<file path="config.mk">
export PLATFORM = sky130hd
export DESIGN_NAME = angu_ram
export DESIGN_NICKNAME = d
export VERILOG_FILES = /design/src/hdl/angu_ram.sv
export SDC_FILE = /design/constraint.sdc
export NUM_CORES = 1
export LEC_CHECK = 0
export BUFFER_PORTS_ARGS = -buffer_cell sky130_fd_sc_hd__buf_2
export CAP_MARGIN = 20
export CORE_AREA = 2 2 75 130
export DETAILED_ROUTE_END_ITERATION = 10
export DIE_AREA = 0 0 77 132
export GPL_ROUTABILITY_DRIVEN = 0
export PLACE_DENSITY = 0.84
export REMOVE_ABC_BUFFERS = 1
export SLEW_MARGIN = 20
export SYNTH_ARGS = -nofsm -noshare
export SYNTH_HDL_FRONTEND = slang
export SYNTH_SLANG_ARGS = --single-unit
</file>
<file path="constraint.sdc">
create_clock -name clk -period 4.74 [get_ports clk]
set_input_delay 0.948 -clock clk [delete_from_list [all_inputs] [get_ports clk]]
set_output_delay 0.948 -clock clk [all_outputs]
set_load 0.02 [all_outputs]
</file>
<file path="src/hdl/angu_ram.sv">
// Single-port-write, single-port-read node record memory with bit write mask.
module angu_ram #(
	parameter int WIDTH = 8,
	parameter int DEPTH = 16,
	parameter int AW    = 4
) (
	input  logic             clk,
	input  logic             wr_en,
	input  logic [AW-1:0]    wr_addr,
	input  logic [WIDTH-1:0] wr_data,
	input  logic [WIDTH-1:0] wr_mask,
	input  logic             rd_en,
	input  logic [AW-1:0]    rd_addr,
	output logic [WIDTH-1:0] rd_data
);

	logic [WIDTH-1:0] mem [DEPTH];
	logic [WIDTH-1:0] rd_data_q;

	always_ff @(posedge clk) begin
		if (wr_en) begin
			for (int i = 0; i < WIDTH; i++) begin
				if (wr_mask[i]) mem[wr_addr][i] <= wr_data[i];
			end
		end
		if (rd_en) rd_data_q <= mem[rd_addr];
	end

	assign rd_data = rd_data_q;

endmodule

</file>
Word level (Yosys, flattened, before mapping)
Memories as Yosys holds them, arrays and structs flattened. A register that Yosys moved wholly into a read port is not among the register bits.
Cells that the tools add are included.
Word-level totals
  word-level logic and storage cells: 25
  memories: 1
  flip-flop bits (word level): 0
  output and inout port bits: 8
  bits in writable memories: 128
Cells by class
  muxes and demuxes: 24
Memory list
  mem: depth 16, bits a word 8, read ports 1, clocked after memory_dff 1, write ports 1, line 17  | logic [WIDTH-1:0] mem [DEPTH];
Operators with widths (number)
  $mux W1: 24

Depth between registers and ports, before layout
  word-level depth: 3
  mapped depth: 5

Worst setup path before layout
No wires, ideal clock.
  kind: input to register
  start: input port rd_addr[0]
  end: register rd_data_q[1], in the netlist rd_data[1], read port of mem, data pin
  setup time: 0.259 ns
  stages: 5
  required time: 4.481 ns
  arrival: 1.971 ns
  path slack: 2.510 ns
  cells stage by stage: buf_6 -> buf_6 -> mux4_1 -> a22oi_1 -> nand2_1
RTL lines
  from (decl): line 13  | input logic [AW-1:0] rd_addr,
  to (decl): line 18  | logic [WIDTH-1:0] rd_data_q;

==> impl_metrics.py <==
metrics = {
    "outcome": {
        "outcome": "finished clean",
    },
    "grt": {
        "grt_max_degree": 33,
        "grt_first_pass_wirelength_um": 20200,
        "grt_overflow": 0,
        "grt.total_usage_pct": 28.6,
        "grt_pass1_vias": 3537,
        "antenna_found_initial": 0,
    },
    "timing": {
        "maxSlewViolCount": 0,
        "period_share_pct": 48.3,
        "grt_setup_unrepaired": "no",
        "max_freq_mhz": 436,
        "setup_viol": 0,
        "worst_slew_pin_slew_ns": 0.916,
        "maxSlewHeadroom_pct": 38.8,
        "timing.final.ws_setup_ns": 2.45,
        "fin_crit_ns": 2.29,
        "hold_ws_ns": 0.758,
        "fin_skew_ns": 0.00374,
        "fin_tns_setup_ns": 0,
        "hold_viol_final": 0,
    },
    "setup_path": {
        "crit_path_cell_trace": "buf_2, buf_12, mux4_1, a22oi_1, nand2_1",
        "crit_slowest_cell": "mux4_1",
        "rr_worst_depth": 3,
        "cp-start-kind": "input pin",
        "required_ns": 4.90,
        "critical-path-max-stage-delay_ns": 0.64,
        "end_kind": "flip-flop",
        "rr_endpoint": "rd_data[2]",
        "r2r_start": "mem[4][2]",
        "r2r_setup_slack_ns": 3.24,
        "path_max_fanout": 24,
        "arrival_ns": 2.45,
        "critical_path_class": "in -> reg",
    },
    "synth": {
        "synth_seq_cells": 136,
        "synth_top_area_cell": "edfxtp_1",
        "synth_cell_type_count": 16,
        "synthCells": 373,
        "synth_warnings": 0,
        "synth_area_um2": 5760,
        "synth_area_per_cell_um2": 15.5,
        "seq_area_frac_synth_pct": 70.8,
        "synth_area_leaders": "edfxtp_1, nor2_1, mux4_2",
        "synth_top_area_share_pct": 70.8,
    },
    "placement": {
        "dp_slack_ns": 1.72,
        "io_buffers": 34,
        "place_area_um2": 5960,
        "hpwl_um": 7540,
        "dp_cells": 508,
    },
    "clocking": {
        "cts_tree": "built",
        "cts.clk_slew.worst_paths_ns": 0.06,
        "hold_buffers": 0,
        "cts_buffer_depth": 2,
        "post-cts-setup-buffers": 0,
        "cts.sinks": 136,
        "htreeDepth": 4,
        "ctsRootBufferMaster": "clkbuf_16",
        "cts.repair.resized": 0,
        "cts_buffers": 17,
        "clock_latency_ns": 0.42,
    },
    "pwr": {
        "leakage_nw": 2.18,
        "vdd.ir_drop.worst_mv": 0.406,
        "design_power_total_mw": 2.68,
        "powerDensity_nw_per_um2": 412,
    },
    "min_path": {
        "holdPathStages": 3,
        "min_from": "mem[8][1]",
        "hold_end": "rd_data[1]",
        "hold_path_class": "reg -> reg",
    },
    "cells_and_area": {
        "instances_no_fill": 541,
        "n_antenna_cell": 0,
        "fillers": 612,
        "fin_nets": 435,
        "final_core_util_pct": 71.5,
        "area_growth_pct": 12.9,
        "postLayoutCellArea_um2": 6510,
        "drive_above_1_share_pct": 18.3,
    },
    "detailed_routing": {
        "routedWlPerCell_um": 24.8,
        "first_iter_violations": 494,
        "wl_met1_um": 4470,
        "routed-wl-met2_um": 6990,
        "dr.max_layer_used": "met4",
        "post-route-drc-count": 0,
        "wl_met3_um": 1330,
        "num_vias": 3441,
        "final_antenna_net_count": 0,
        "drt-total-wl_um": 13400,
        "viasPerCell": 6.36,
        "firstDrtPassIters": 6,
    },
    "die": {
        "die-area_um2": 10200,
        "die_y_um": 132,
        "start_util_pct": 63.4,
        "die_w_um": 77,
        "placementRows": 46,
        "core-area_um2": 9090,
        "io_pins": 35,
    },
    "flow_run": {
        "drv_cap": 0,
    },
}
Yosys cell counts:
library cell,number
nand3_1,6
and2_1,1
mux4_1,14
nor2b_1,5
buf_6,3
buf_4,1
edfxtp_1,136
nor2_1,131
buf_2,3
mux4_2,18
clkbuf_1,9
nand2_1,25
a22oi_1,16
clkdlybuf4s25_2,3
and2b_1,1
nand4_1,1
metal layers:
layer,vias up,global-route usage [%]
met5,-,0
met3,54,7.74
met2,234,46.6
met4,0,15.8
li1,1474,-
met1,1679,34.8
area by class of cell:
class	instances	area [um2]	share of cell area, %
clock buffer	20	437	6.71
multi-input combinational	218	1560	24.0
tap	120	150	2.31
clock inverter	12	85.1	1.31
timing repair buffer	35	190	2.92
sequential	136	4080	62.8
critical path, delay by kind of cell:
family                 cells  cell delay (ns)
and+or+nand+nor            1             0.08
buffers and inverters      2             0.56
AOI/OAI and AO/OA          1             0.19
muxes                      1             0.64
worst max path at each step:
| stage | end | start | slack, ns |
|---|---|---|---|
| 3_3_place_gp | rd_data[3] | rd_addr[0] | 1.79 |
| 3_5_place_dp | rd_data[1] | rd_addr[0] | 1.72 |
| 6_report | rd_data[2] | rd_addr[0] | 2.45 |
| 5_1_grt | rd_data[2] | rd_addr[0] | 2.34 |
| 2_1_floorplan | rd_data[0] | rd_addr[0] | 2.78 |
| 4_1_cts | rd_data[3] | rd_addr[0] | 2.13 |
cells in the final DEF, fill, tap and decap left out, drive strengths merged:
master and n:
clkinvlp 1, buf 35, clkinv 10, nor2 131
nand3 6, clkbuf 20, mux4 32, nor2b 5
nand2 25, nand4 1, a22oi 16, edfxtp 136
and2b 1, bufinv 1, and2 1
cells by family (layout without fill, tap and decap cells):
family / Yosys count / in the layout / share of synthesized area (%)
AND/OR/NAND/NOR: 170 / 170 / 11.6
AO/OA/AOI/OAI: 16 / 16 / 2.08
flip-flops: 136 / 136 / 70.8
buffers and inverters: 19 / 67 / 2.08
multiplexers: 32 / 32 / 13.4
registers in the layout, summed over array words and instances (netlist names):
| name | flops |
|---|---|
| rd_data | 8 |
| mem | 128 |
report_power, final:
group | leakage, nW | internal, mW | switching, mW
Combinational | 0.689 | 0.0510 | 0.103
Sequential | 1.23 | 1.35 | 0.00531
Clock | 0.255 | 0.707 | 0.472
Note: power is estimated with default switching activity, not from simulation.
